`src/dpt_pkg.sv`:
```
// dpt_pkg: shared types and constants for the downlink path table.
// No dependencies; used by dpt_in_if.sv, dpt_out_if.sv, downlink_path_table.sv and tb/.
package dpt_pkg;

  localparam int MAX_PATHS_DEF = 8;
  localparam int WORD_W        = 32;
  localparam int HASH_BIT_W    = 5;
  localparam int COUNT_OUT_W   = 4;

  typedef enum logic [1:0] {
    OP_UPSERT = 2'd0,
    OP_REMOVE = 2'd1,
    OP_LOOKUP = 2'd2,
    OP_CLEAR  = 2'd3
  } op_t;

  typedef struct packed {
    logic [WORD_W-1:0] rule_id;
    logic [WORD_W-1:0] tunnel_id;
    logic [WORD_W-1:0] outer_ipv4;
  } entry_t;

endpackage

```
`src/dpt_in_if.sv`:
```
// dpt_in_if: request channel of the downlink path table (valid/ready + word).
// Depends on dpt_pkg.
interface dpt_in_if;
  logic                       valid;
  logic                       ready;
  dpt_pkg::op_t               op;
  logic [dpt_pkg::WORD_W-1:0] rule_id;
  logic                       forward_applied;
  logic                       has_forwarding;
  logic                       has_outer_header;
  logic                       dest_other_than_access;
  logic                       is_gtpu_udp_ipv4;
  logic [dpt_pkg::WORD_W-1:0] tunnel_id;
  logic [dpt_pkg::WORD_W-1:0] outer_ipv4;
  logic [dpt_pkg::WORD_W-1:0] hash_value;

  modport source (
    output valid, op, rule_id, forward_applied, has_forwarding, has_outer_header,
           dest_other_than_access, is_gtpu_udp_ipv4, tunnel_id, outer_ipv4, hash_value,
    input  ready
  );
  modport sink (
    input  valid, op, rule_id, forward_applied, has_forwarding, has_outer_header,
           dest_other_than_access, is_gtpu_udp_ipv4, tunnel_id, outer_ipv4, hash_value,
    output ready
  );
endinterface

```
`src/dpt_out_if.sv`:
```
// dpt_out_if: result channel of the downlink path table (valid/ready + word).
// Depends on dpt_pkg.
interface dpt_out_if;
  logic                            valid;
  logic                            ready;
  logic                            status;
  logic                            hit;
  logic [dpt_pkg::WORD_W-1:0]      out_rule_id;
  logic [dpt_pkg::WORD_W-1:0]      out_tunnel_id;
  logic [dpt_pkg::WORD_W-1:0]      out_outer_ipv4;
  logic [dpt_pkg::COUNT_OUT_W-1:0] entry_count;

  modport source (
    output valid, status, hit, out_rule_id, out_tunnel_id, out_outer_ipv4, entry_count,
    input  ready
  );
  modport sink (
    input  valid, status, hit, out_rule_id, out_tunnel_id, out_outer_ipv4, entry_count,
    output ready
  );
endinterface

```
`src/downlink_path_table.sv`:
```
// downlink_path_table: per-session downlink tunnel path table, top level.
// Depends on dpt_pkg, dpt_in_if and dpt_out_if.
//
// Entries sit packed at the bottom of a single-port-write, registered-read RAM
// of MAX_PATHS words; a fill count marks the valid ones, so reset and clear
// need no sweep. One word is worked on at a time. Upsert and remove search the
// table linearly, with a RAM read, then a compare, per entry visited; a remove
// (or an upsert of a rule that fails the downlink tunnel test) that finds its id
// then moves each later entry down one slot, with a RAM read, then a write, per
// entry. Lookup runs a bit-serial restoring remainder of the 32-bit hash by the
// count, then reads the RAM at the remainder; on an empty table it returns no hit.
// The result sits in an output register, so the next word is taken while a result still waits.
module downlink_path_table #(
  parameter int MAX_PATHS = dpt_pkg::MAX_PATHS_DEF
) (
  input  logic      clk,
  input  logic      rst_n,
  dpt_in_if.sink    in_ch,
  dpt_out_if.source out_ch
);

  localparam int CNT_W = $clog2(MAX_PATHS + 1);
  localparam int IDX_W = (MAX_PATHS > 1) ? $clog2(MAX_PATHS) : 1;
  localparam int W     = dpt_pkg::WORD_W;
  localparam int BW    = dpt_pkg::HASH_BIT_W;
  localparam int OW    = dpt_pkg::COUNT_OUT_W;

  typedef enum logic [8:0] {
    S_IDLE      = 9'b000000001,
    S_FIND_RD   = 9'b000000010,
    S_FIND_CMP  = 9'b000000100,
    S_SHIFT_RD  = 9'b000001000,
    S_SHIFT_WR  = 9'b000010000,
    S_DIV       = 9'b000100000,
    S_LOOK_RD   = 9'b001000000,
    S_LOOK_WAIT = 9'b010000000,
    S_DONE      = 9'b100000000
  } state_t;

  state_t                state_r, state_nxt;
  logic [CNT_W-1:0]      cnt_r, cnt_nxt;
  logic [CNT_W-1:0]      idx_r, idx_nxt;
  logic [CNT_W-1:0]      rem_r, rem_nxt;
  logic [BW-1:0]         bit_r, bit_nxt;
  dpt_pkg::op_t          op_r, op_nxt;
  logic                  cand_r, cand_nxt;
  dpt_pkg::entry_t       item_r, item_nxt;
  logic [W-1:0]          hash_r, hash_nxt;
  logic                  res_status_r, res_status_nxt;
  logic                  res_hit_r, res_hit_nxt;
  dpt_pkg::entry_t       res_entry_r, res_entry_nxt;

  logic                  out_valid_r, out_valid_nxt;
  logic                  out_status_r, out_status_nxt;
  logic                  out_hit_r, out_hit_nxt;
  dpt_pkg::entry_t       out_entry_r, out_entry_nxt;
  logic [OW-1:0]         out_count_r, out_count_nxt;

  dpt_pkg::entry_t       mem [MAX_PATHS];
  dpt_pkg::entry_t       rd_data_r;
  logic [IDX_W-1:0]      rd_addr;
  logic                  wr_en;
  logic [IDX_W-1:0]      wr_addr;
  dpt_pkg::entry_t       wr_data;

  logic                  in_fire;
  logic [CNT_W:0]        idx_inc;
  logic [CNT_W:0]        rem_shift;
  logic [CNT_W+OW-1:0]   cnt_ext;
  logic                  upsert_new;

  assign in_fire   = in_ch.valid && in_ch.ready;
  assign idx_inc   = {1'b0, idx_r} + {{CNT_W{1'b0}}, 1'b1};
  assign rem_shift = {rem_r, hash_r[W-1]};
  assign cnt_ext   = {{OW{1'b0}}, cnt_r};
  assign upsert_new = (op_r == dpt_pkg::OP_UPSERT) && cand_r;

  assign in_ch.ready          = (state_r == S_IDLE);
  assign out_ch.valid         = out_valid_r;
  assign out_ch.status        = out_status_r;
  assign out_ch.hit           = out_hit_r;
  assign out_ch.out_rule_id   = out_entry_r.rule_id;
  assign out_ch.out_tunnel_id = out_entry_r.tunnel_id;
  assign out_ch.out_outer_ipv4 = out_entry_r.outer_ipv4;
  assign out_ch.entry_count   = out_count_r;

  always_comb begin
    state_nxt      = state_r;
    cnt_nxt        = cnt_r;
    idx_nxt        = idx_r;
    rem_nxt        = rem_r;
    bit_nxt        = bit_r;
    op_nxt         = op_r;
    cand_nxt       = cand_r;
    item_nxt       = item_r;
    hash_nxt       = hash_r;
    res_status_nxt = res_status_r;
    res_hit_nxt    = res_hit_r;
    res_entry_nxt  = res_entry_r;
    out_valid_nxt  = out_valid_r && !out_ch.ready;
    out_status_nxt = out_status_r;
    out_hit_nxt    = out_hit_r;
    out_entry_nxt  = out_entry_r;
    out_count_nxt  = out_count_r;
    rd_addr        = idx_r[IDX_W-1:0];
    wr_en          = 1'b0;
    wr_addr        = idx_r[IDX_W-1:0];
    wr_data        = item_r;

    case (state_r)
      S_IDLE: begin
        if (in_fire) begin
          op_nxt   = in_ch.op;
          cand_nxt = in_ch.forward_applied && in_ch.has_forwarding &&
                     in_ch.has_outer_header && !in_ch.dest_other_than_access &&
                     in_ch.is_gtpu_udp_ipv4;
          item_nxt.rule_id    = in_ch.rule_id;
          item_nxt.tunnel_id  = in_ch.tunnel_id;
          item_nxt.outer_ipv4 = in_ch.outer_ipv4;
          hash_nxt       = in_ch.hash_value;
          res_status_nxt = 1'b0;
          res_hit_nxt    = 1'b0;
          res_entry_nxt  = '0;
          idx_nxt        = '0;
          rem_nxt        = '0;
          bit_nxt        = '0;
          case (in_ch.op)
            dpt_pkg::OP_CLEAR: begin
              cnt_nxt   = '0;
              state_nxt = S_DONE;
            end
            dpt_pkg::OP_LOOKUP: begin
              state_nxt = (cnt_r == '0) ? S_DONE : S_DIV;
            end
            default: begin
              state_nxt = S_FIND_RD;
            end
          endcase
        end
      end

      S_FIND_RD: begin
        if (idx_r == cnt_r) begin
          // id not present
          state_nxt = S_DONE;
          if (upsert_new) begin
            if (cnt_r == CNT_W'(MAX_PATHS)) begin
              res_status_nxt = 1'b1;
            end else begin
              wr_en   = 1'b1;
              wr_addr = cnt_r[IDX_W-1:0];
              cnt_nxt = cnt_r + 1'b1;
            end
          end
        end else begin
          state_nxt = S_FIND_CMP;
        end
      end

      S_FIND_CMP: begin
        if (rd_data_r.rule_id == item_r.rule_id) begin
          if (upsert_new) begin
            wr_en     = 1'b1;
            state_nxt = S_DONE;
          end else begin
            state_nxt = S_SHIFT_RD;
          end
        end else begin
          idx_nxt   = idx_inc[CNT_W-1:0];
          state_nxt = S_FIND_RD;
        end
      end

      S_SHIFT_RD: begin
        if (idx_inc >= {1'b0, cnt_r}) begin
          cnt_nxt   = cnt_r - 1'b1;
          state_nxt = S_DONE;
        end else begin
          rd_addr   = idx_inc[IDX_W-1:0];
          state_nxt = S_SHIFT_WR;
        end
      end

      S_SHIFT_WR: begin
        wr_en     = 1'b1;
        wr_data   = rd_data_r;
        idx_nxt   = idx_inc[CNT_W-1:0];
        state_nxt = S_SHIFT_RD;
      end

      S_DIV: begin
        if (rem_shift >= {1'b0, cnt_r}) begin
          rem_nxt = CNT_W'(rem_shift - {1'b0, cnt_r});
        end else begin
          rem_nxt = rem_shift[CNT_W-1:0];
        end
        hash_nxt = {hash_r[W-2:0], 1'b0};
        bit_nxt  = bit_r + 1'b1;
        if (bit_r == BW'(W - 1)) begin
          state_nxt = S_LOOK_RD;
        end
      end

      S_LOOK_RD: begin
        rd_addr   = rem_r[IDX_W-1:0];
        state_nxt = S_LOOK_WAIT;
      end

      S_LOOK_WAIT: begin
        res_hit_nxt   = 1'b1;
        res_entry_nxt = rd_data_r;
        state_nxt     = S_DONE;
      end

      S_DONE: begin
        if (!out_valid_r || out_ch.ready) begin
          out_valid_nxt  = 1'b1;
          out_status_nxt = res_status_r;
          out_hit_nxt    = res_hit_r;
          out_entry_nxt  = res_entry_r;
          out_count_nxt  = cnt_ext[OW-1:0];
          state_nxt      = S_IDLE;
        end
      end

      default: begin
        state_nxt = S_IDLE;
      end
    endcase
  end

  always_ff @(posedge clk) begin
    if (!rst_n) begin
      state_r     <= S_IDLE;
      cnt_r       <= '0;
      out_valid_r <= 1'b0;
    end else begin
      state_r     <= state_nxt;
      cnt_r       <= cnt_nxt;
      out_valid_r <= out_valid_nxt;
    end
  end

  always_ff @(posedge clk) begin
    idx_r        <= idx_nxt;
    rem_r        <= rem_nxt;
    bit_r        <= bit_nxt;
    op_r         <= op_nxt;
    cand_r       <= cand_nxt;
    item_r       <= item_nxt;
    hash_r       <= hash_nxt;
    res_status_r <= res_status_nxt;
    res_hit_r    <= res_hit_nxt;
    res_entry_r  <= res_entry_nxt;
    out_status_r <= out_status_nxt;
    out_hit_r    <= out_hit_nxt;
    out_entry_r  <= out_entry_nxt;
    out_count_r  <= out_count_nxt;
  end

  // path RAM
  always_ff @(posedge clk) begin
    if (wr_en) begin
      mem[wr_addr] <= wr_data;
    end
    rd_data_r <= mem[rd_addr];
  end

  a_cnt_bound: assert property (@(posedge clk) disable iff (!rst_n)
    cnt_r <= CNT_W'(MAX_PATHS))
    else $error("entry count above table size");

  a_accept_busy: assert property (@(posedge clk) disable iff (!rst_n)
    in_fire |=> state_r != S_IDLE)
    else $error("word accepted without leaving idle");

  a_rem_range: assert property (@(posedge clk) disable iff (!rst_n)
    (state_r == S_DIV || state_r == S_LOOK_RD) |-> rem_r < cnt_r)
    else $error("hash remainder not below count");

  a_shift_nonempty: assert property (@(posedge clk) disable iff (!rst_n)
    (state_r == S_SHIFT_RD || state_r == S_SHIFT_WR) |-> cnt_r != '0)
    else $error("entry move on empty table");

endmodule

```
`src/flat_wrapper.sv`:
```
// flat-port wrapper written by rule: the top's interface ports become plain ports
module downlink_path_table_flat 
#(
  parameter int MAX_PATHS = dpt_pkg::MAX_PATHS_DEF
)
  (clk, rst_n, in_ch_valid, in_ch_op, in_ch_rule_id, in_ch_forward_applied, in_ch_has_forwarding, in_ch_has_outer_header, in_ch_dest_other_than_access, in_ch_is_gtpu_udp_ipv4, in_ch_tunnel_id, in_ch_outer_ipv4, in_ch_hash_value, in_ch_ready, out_ch_valid, out_ch_status, out_ch_hit, out_ch_out_rule_id, out_ch_out_tunnel_id, out_ch_out_outer_ipv4, out_ch_entry_count, out_ch_ready);
  dpt_in_if in_ch_i ();
  dpt_out_if out_ch_i ();
  input  logic clk;
  input  logic rst_n;
  input wire logic [$bits(in_ch_i.valid)-1:0] in_ch_valid;
  input wire logic [$bits(in_ch_i.op)-1:0] in_ch_op;
  input wire logic [$bits(in_ch_i.rule_id)-1:0] in_ch_rule_id;
  input wire logic [$bits(in_ch_i.forward_applied)-1:0] in_ch_forward_applied;
  input wire logic [$bits(in_ch_i.has_forwarding)-1:0] in_ch_has_forwarding;
  input wire logic [$bits(in_ch_i.has_outer_header)-1:0] in_ch_has_outer_header;
  input wire logic [$bits(in_ch_i.dest_other_than_access)-1:0] in_ch_dest_other_than_access;
  input wire logic [$bits(in_ch_i.is_gtpu_udp_ipv4)-1:0] in_ch_is_gtpu_udp_ipv4;
  input wire logic [$bits(in_ch_i.tunnel_id)-1:0] in_ch_tunnel_id;
  input wire logic [$bits(in_ch_i.outer_ipv4)-1:0] in_ch_outer_ipv4;
  input wire logic [$bits(in_ch_i.hash_value)-1:0] in_ch_hash_value;
  output wire logic [$bits(in_ch_i.ready)-1:0] in_ch_ready;
  output wire logic [$bits(out_ch_i.valid)-1:0] out_ch_valid;
  output wire logic [$bits(out_ch_i.status)-1:0] out_ch_status;
  output wire logic [$bits(out_ch_i.hit)-1:0] out_ch_hit;
  output wire logic [$bits(out_ch_i.out_rule_id)-1:0] out_ch_out_rule_id;
  output wire logic [$bits(out_ch_i.out_tunnel_id)-1:0] out_ch_out_tunnel_id;
  output wire logic [$bits(out_ch_i.out_outer_ipv4)-1:0] out_ch_out_outer_ipv4;
  output wire logic [$bits(out_ch_i.entry_count)-1:0] out_ch_entry_count;
  input wire logic [$bits(out_ch_i.ready)-1:0] out_ch_ready;
  assign in_ch_i.valid = in_ch_valid;
  assign in_ch_i.op = in_ch_op;
  assign in_ch_i.rule_id = in_ch_rule_id;
  assign in_ch_i.forward_applied = in_ch_forward_applied;
  assign in_ch_i.has_forwarding = in_ch_has_forwarding;
  assign in_ch_i.has_outer_header = in_ch_has_outer_header;
  assign in_ch_i.dest_other_than_access = in_ch_dest_other_than_access;
  assign in_ch_i.is_gtpu_udp_ipv4 = in_ch_is_gtpu_udp_ipv4;
  assign in_ch_i.tunnel_id = in_ch_tunnel_id;
  assign in_ch_i.outer_ipv4 = in_ch_outer_ipv4;
  assign in_ch_i.hash_value = in_ch_hash_value;
  assign in_ch_ready = in_ch_i.ready;
  assign out_ch_valid = out_ch_i.valid;
  assign out_ch_status = out_ch_i.status;
  assign out_ch_hit = out_ch_i.hit;
  assign out_ch_out_rule_id = out_ch_i.out_rule_id;
  assign out_ch_out_tunnel_id = out_ch_i.out_tunnel_id;
  assign out_ch_out_outer_ipv4 = out_ch_i.out_outer_ipv4;
  assign out_ch_entry_count = out_ch_i.entry_count;
  assign out_ch_i.ready = out_ch_ready;
  downlink_path_table #(.MAX_PATHS(MAX_PATHS)) u_core (.clk(clk), .rst_n(rst_n), .in_ch(in_ch_i), .out_ch(out_ch_i));
endmodule
```
`config.mk`:
```
export PLATFORM = sky130hd
export DESIGN_NAME = downlink_path_table_flat
export DESIGN_NICKNAME = d
export VERILOG_FILES = /design/src/dpt_pkg.sv /design/src/dpt_in_if.sv /design/src/dpt_out_if.sv /design/src/downlink_path_table.sv /design/src/flat_wrapper.sv
export SDC_FILE = /design/constraint.sdc
export NUM_CORES = 1
export LEC_CHECK = 0
export ABC_AREA = 1
export BUFFER_PORTS_ARGS = -buffer_cell sky130_fd_sc_hd__clkbuf_2
export CAP_MARGIN = 20
export CORE_ASPECT_RATIO = 1.5
export CORE_MARGIN = 4
export CORE_UTILIZATION = 60
export DETAILED_ROUTE_END_ITERATION = 8
export MAX_ROUTING_LAYER = met4
export PLACE_DENSITY_LB_ADDON = 0.12
export RECOVER_POWER = 50
export SETUP_SLACK_MARGIN = 0.2
export SLEW_MARGIN = 20
export SYNTH_ARGS = -nofsm -noshare
export SYNTH_HDL_FRONTEND = slang
export SYNTH_SLANG_ARGS = --single-unit
```
`constraint.sdc`:
```
create_clock -name clk -period 7.85 [get_ports clk]
set_input_delay 1.57 -clock clk [delete_from_list [all_inputs] [get_ports clk]]
set_output_delay 1.57 -clock clk [all_outputs]
set_load 0.005 [all_outputs]
```
Yosys cells after proc, flatten, opt, wreduce, memory -nomap -nowiden
Memory sizes are Yosys's and may differ from the RTL's. A register that Yosys moved wholly into a read port is not among the register bits.
Cells that the tools add are included.
Widths: inputs -> output; s select.
{ "totals": {"in_bits": 139, "output_inout_bits": 104, "ram_bits": 768, "ff_bits": 358, "n_memories": 1} }
{ "op_classes": {"muxes": 51, "add_sub_neg": 5, "n_eq_ne": 25, "n_lt_le_gt_ge": 2, "n_reduce_logical": 26} }
{ "mem_list": {"columns": ["name", "words", "width", "read_ports", "rd_ports_with_merged_regs", "wr", "line", "source"], "rows": [
  ["u_core.mem", 8, 96, 1, 1, 1, "downlink_path_table.sv:59", "dpt_pkg::entry_t mem [MAX_PATHS];"]
]} }
{ "ops": {"columns": ["op", "n"], "rows": [
  ["$mux 96", 2],
  ["$pmux 96 s2", 1],
  ["$pmux 9 s9", 1],
  ["$mux 9", 8],
  ["$pmux 32 s2", 1],
  ["$mux 4", 9],
  ["$eq 32x32->1", 1],
  ["$mux 32", 1],
  ["$pmux 4 s3", 2],
  ["$pmux 9 s2", 1],
  ["$mux 3", 5],
  ["$mux 1", 13],
  ["$ne 2x1->1 const B", 6],
  ["$ge 5x4->1", 2],
  ["$pmux 5 s2", 1],
  ["$eq 9x1->1 const B", 1],
  ["$eq 9x2->1 const B", 1],
  ["$eq 9x3->1 const B", 1],
  ["$eq 9x4->1 const B", 1],
  ["$eq 9x5->1 const B", 1],
  ["$eq 9x6->1 const B", 1],
  ["$eq 9x7->1 const B", 1],
  ["$eq 9x8->1 const B", 1],
  ["$eq 9x9->1 const B", 1],
  ["other kinds (26)", 46]
]} }

Depth between registers and ports, before layout
{ "logic_depth": {"ltp_word": 7, "mapped_depth": 20, "depth_no_buf": 18} }

Worst setup path after synthesis
OpenSTA, ideal clock, no wires.
{ "synth_path": {"path_kind": "in2reg", "startpoint": "in out_ch_ready", "endpoint": "reg u_core.out_count_r[0], in the netlist u_core.out_ch.entry_count[0], enable pin", "required_ns": 7.287, "setup_ns": 0.563, "cell_stages": 2, "path_slack_ns": 1.397, "arrival_ns": 5.890, "path_cell_list": "nor2_1 -> nor2_1"} }
{ "synth_between": {"elab_chain_len": 2} }
{ "synth_lines": {"columns": ["element", "line", "source"], "rows": [
  ["start: declaration", "flat_wrapper.sv:30", "input wire logic [$bits(out_ch_i.ready)-1:0] out_ch_ready;"],
  ["$logic_or 1x1->1", "downlink_path_table.sv:216", "if (!out_valid_r || out_ch.ready) begin"],
  ["$reduce_and 2->1 (no line)", null, null],
  ["end signal: assignment", "downlink_path_table.sv:258", "out_count_r <= out_count_nxt;"],
  ["end: declaration", "downlink_path_table.sv:57", "logic [OW-1:0] out_count_r, out_count_nxt;"]
]} }
No other way between the ends.
A chain may end at the register's enable or synchronous reset.

Worst setup path after layout
{ "layout_path": {"startpoint": "reg u_core.state_r[6]", "endpoint": "mem u_core.mem[4][64] (netlist name), enable pin"} }
{ "layout_between": {"elab_chain_len": 4, "elab_cells_between_ends": 7, "classes_between": "eq/ne: 3; mux: 4"} }
{ "layout_lines": {"columns": ["element", "line", "source"], "rows": [
  ["start: declaration", "downlink_path_table.sv:40", "state_t state_r, state_nxt;"],
  ["start signal: assignment", "downlink_path_table.sv:238", "state_r <= state_nxt;"],
  ["$eq 9x5->1, or another cell as far along", "downlink_path_table.sv:110", "case (state_r)"],
  ["$pmux 1 s3", "downlink_path_table.sv:110", null],
  ["$mux 1", "downlink_path_table.sv:263", "if (wr_en) begin"],
  ["$mux 1 (not written as such)", "downlink_path_table.sv:264", "mem[wr_addr] <= wr_data;"],
  ["end: declaration", "downlink_path_table.sv:59", null]
]} }
Several ways; a longest one is shown, not always the timed one.

==> qor.csv <==
stage,metric,value,unit
status,status,"complete, but fails checks",
status,failing checks,"capacitance limit, slew limit",
clock_network,H-tree depth,3,
yosys,Seq cells post-synth,1222,
detailed_routing,final WL,110800,um
sta,Slew headroom,-112.5,%
global_routing,largest net degree at the start of global routing,189,
global_routing,Global Route Usage Sum,25.51,%
critical_path,Max Fanout on Critical Path,48,
global_routing,initial antenna violation count,0,
detailed_routing,initial drt markers,2665,
sta,Final Hold Viols,0,
yosys,top_reg_cell synth,edfxtp_1,
final_layout,Post-Layout Inst Area,0.05580,mm2
yosys,Syn Nets,4834,
placed_design,GPL Wtd Cong,0.8446,
clock_network,TritonCTS clock tree,done,
job,max cap viols,7,
floorplanning,DIE HEIGHT,362.9,um
detailed_routing,# DRC,0,
sta,RSZ-0062 raised after global routing,false,
yosys,post-synthesis cell type count,36,
clock_network,insertion delay to the later sink of the worst-skew pair,0.68,ns
critical_path,Critical Path AT,5.25,ns
clock_network,clk buf depth,3,
final_layout,"commonest non-fill, non-tap cell in the layout",nand2_1,
floorplanning,Rows,129,
detailed_routing,routed length per placed instance,18.32,um
power_and_ir_drop,Peak VDD IR,0.2568,mV
clock_network,root buffer cell,clkbuf_16,
global_routing,grt total ovfl,0,
sta,skew final,0.02247,ns
critical_path,"Req. time, crit path",8.15,ns
sta,setup TNS,0,ns
detailed_routing,drt pass-1 iters,5,
detailed_routing,DRT antenna net count,0,
sta,Final min period,4.954,ns
clock_network,"CTS clk-pin slew, worst paths",0.06,ns
power_and_ir_drop,Leak Pwr,24.33,nW
placed_design,DP HPWL,56650,um
power_and_ir_drop,Int Pwr,12.68,mW
detailed_routing,vias per inst,5.313,
critical_path,Startpoint Class,register,
power_and_ir_drop,pwr dens,334.3,mW/mm2
yosys,Mapped Area,0.05037,mm2
clock_network,CTS Buf Count,112,
clock_network,post-CTS sizing,0,
critical_path,crit end category,register,
worst_hold_path,worst min path class,reg2reg,
sta,Final Cycle Share,63.10,%
clock_network,post-CTS setup buffers,0,
yosys,"EDFF count, synth",1112,
detailed_routing,DR vias,32150,
floorplanning,Die Area,0.08875,mm2
final_layout,# diodes,0,
sta,Slew Limit Fails,333,
yosys,post-synthesis cell count,4680,
final_layout,Final nets,4995,
global_routing,first-pass GRT wire length,171900,um
global_routing,number of global-route vias before repair,31900,
yosys,"Seq/Total Area, Yosys",70.66,%
yosys,asr flop ratio synth,0,%
sta,Least-Margin Pin Slew,3.187,ns
power_and_ir_drop,P_sw,5.978,mW
sta,Max Fclk,0.2019,GHz
sta,smallest hold slack,0.4167,ns
floorplanning,Die X,244.6,um
floorplanning,initial core utilization,60.84,%
final_layout,layout cells sized above 1,7.857,%
floorplanning,Core Box Area,0.08280,mm2
power_and_ir_drop,Clk pwr share,28.3,%
sta,final setup violation count,0,
clock_network,# hold bufs at CTS,0,
floorplanning,Ports,243,
final_layout,Layout area overhead,10.79,%
power_and_ir_drop,Sequential Power Share,47.4,%
placed_design,DP Area,0.05239,mm2
clock_network,clock sink count,1222,
power_and_ir_drop,Sw Ratio,32.04,%
final_layout,most frequent cells in the layout,"nand2_1 (1148), edfxtp_1 (1112), inv_1 (918)",
yosys,synth warn,0,
critical_path,Crit Path Category,reg2reg,
power_and_ir_drop,Gate power share,24.3,%
placed_design,PortBufs,242,
yosys,Syn Area/Cell,10.76,um2
Yosys cell counts (3+ instances only):
cell type  number  area (um2)
nand2_1      1148        4309
edfxtp_1     1112       33390
inv_1         919        3450
nand3_1       794        3974
nor2_1        158       593.1
buf_2         138       690.7
dfxtp_1       110        2202
o21ai_0       104       520.5
clkbuf_1       67       251.5
xnor2_1        17       148.9
a21oi_1        16       80.08
ha_1           13       162.7
buf_4          11       82.58
nand4_1         8       50.05
nor3_1          8       40.04
or2_2           8       50.05
xor2_1          8       70.07
buf_1           7       26.28
buf_6           4       45.04
o211ai_1        4       30.03
a211oi_1        3       22.52
inv_2           3       11.26
nand2_2         3       18.77
worst paths after layout:
| check | slack [ns] | cells after the start | to | startpoint |
|---|---|---|---|---|
| max reg2reg | 2.90 | 8 | u_core.mem[4][64] | u_core.state_r[6] |
| min | 0.42 | 0 | u_core.out_ch.out_tunnel_id[28] | u_core.res_entry_r[60] |
| max | 2.90 | 8 | u_core.mem[4][64] | u_core.state_r[6] |
| min reg2reg | 0.42 | 0 | u_core.out_ch.out_tunnel_id[28] | u_core.res_entry_r[60] |
critical path, cell delays in order (launching register included):
cell     delay [ns]
dfxtp_1        0.32
nor2_1         0.18
nand2_1        0.11
nor2_1         0.15
nand3_1        1.37
nand3_1        0.60
nand2_1        0.32
nor2_4         0.72
buf_4          0.74
power by group through the flow:
stage	Combinational (mW)	Sequential [mW]	Clock, mW
6_report	4.53	8.85	5.28
5_1_grt	5.11	8.92	5.64
4_1_cts	4.58	8.83	5.37
3_5_place_dp	4.56	8.95	0
3_3_place_gp	4.46	8.94	0
2_1_floorplan	3.35	8.84	0
per-stage QoR:
| step | cells | util (%) | setup WS, ns | total power, mW |
|---|---|---|---|---|
| finish | 6051 | 67.40 | 2.896 | 18.66 |
| global placement | 5840 | 63.27 | 3.309 | 13.40 |
| detailed placement | 5840 | 63.27 | 3.198 | 13.51 |
| global route | 6051 | 67.40 | 2.512 | 19.67 |
| CTS | 6051 | 67.58 | 3.141 | 18.78 |
| floorplan | 4680 | - | 1.397 | 12.20 |
flip-flops by register name (all words and copies together), names as in the netlist, 5 cells and up:
name,count
u_core.mem,768
u_core.item_r,96
u_core.rd_data_r,96
u_core.res_entry_r,96
u_core.hash_r,32
u_core.out_ch.out_outer_ipv4,32
u_core.out_ch.out_rule_id,32
u_core.out_ch.out_tunnel_id,32
u_core.state_r,9
u_core.bit_r,5
cell families (layout without fill, tap and decap cells):
group                    Yosys count  in the layout  share of synthesized area, %
AND/OR/NAND/NOR                 2136           2136                         18.08
flip-flops                      1222           1222                         70.66
buffers and inverters           1151           1409                         9.066
AO/OA/AOI/OAI                    131            131                         1.356
XOR/XNOR                          25             25                        0.4347
adder cells (fa/ha/maj)           15             15                        0.4024
layout make-up:
class | instances | area [um2]
well taps | 1113 | 1393
multi-input cells | 2307 | 10300
clock inverters | 69 | 538.0
repair buffers | 274 | 1463
flip-flops and latches | 1222 | 35590
clock buffers | 142 | 3029
inverters | 924 | 3487
fillers | 6142 | 27000
routing by layer:
metal / share of wire, % / track usage [%] / up-vias
li1: - / - / 15470
met1: 39 / 30.18 / 15520
met2: 52 / 45.10 / 946
met3: 5.4 / 3.227 / 216
met4: 3.3 / 9.257 / 0
met5: 0 / - / -
Power figures use the tool's default switching activity.
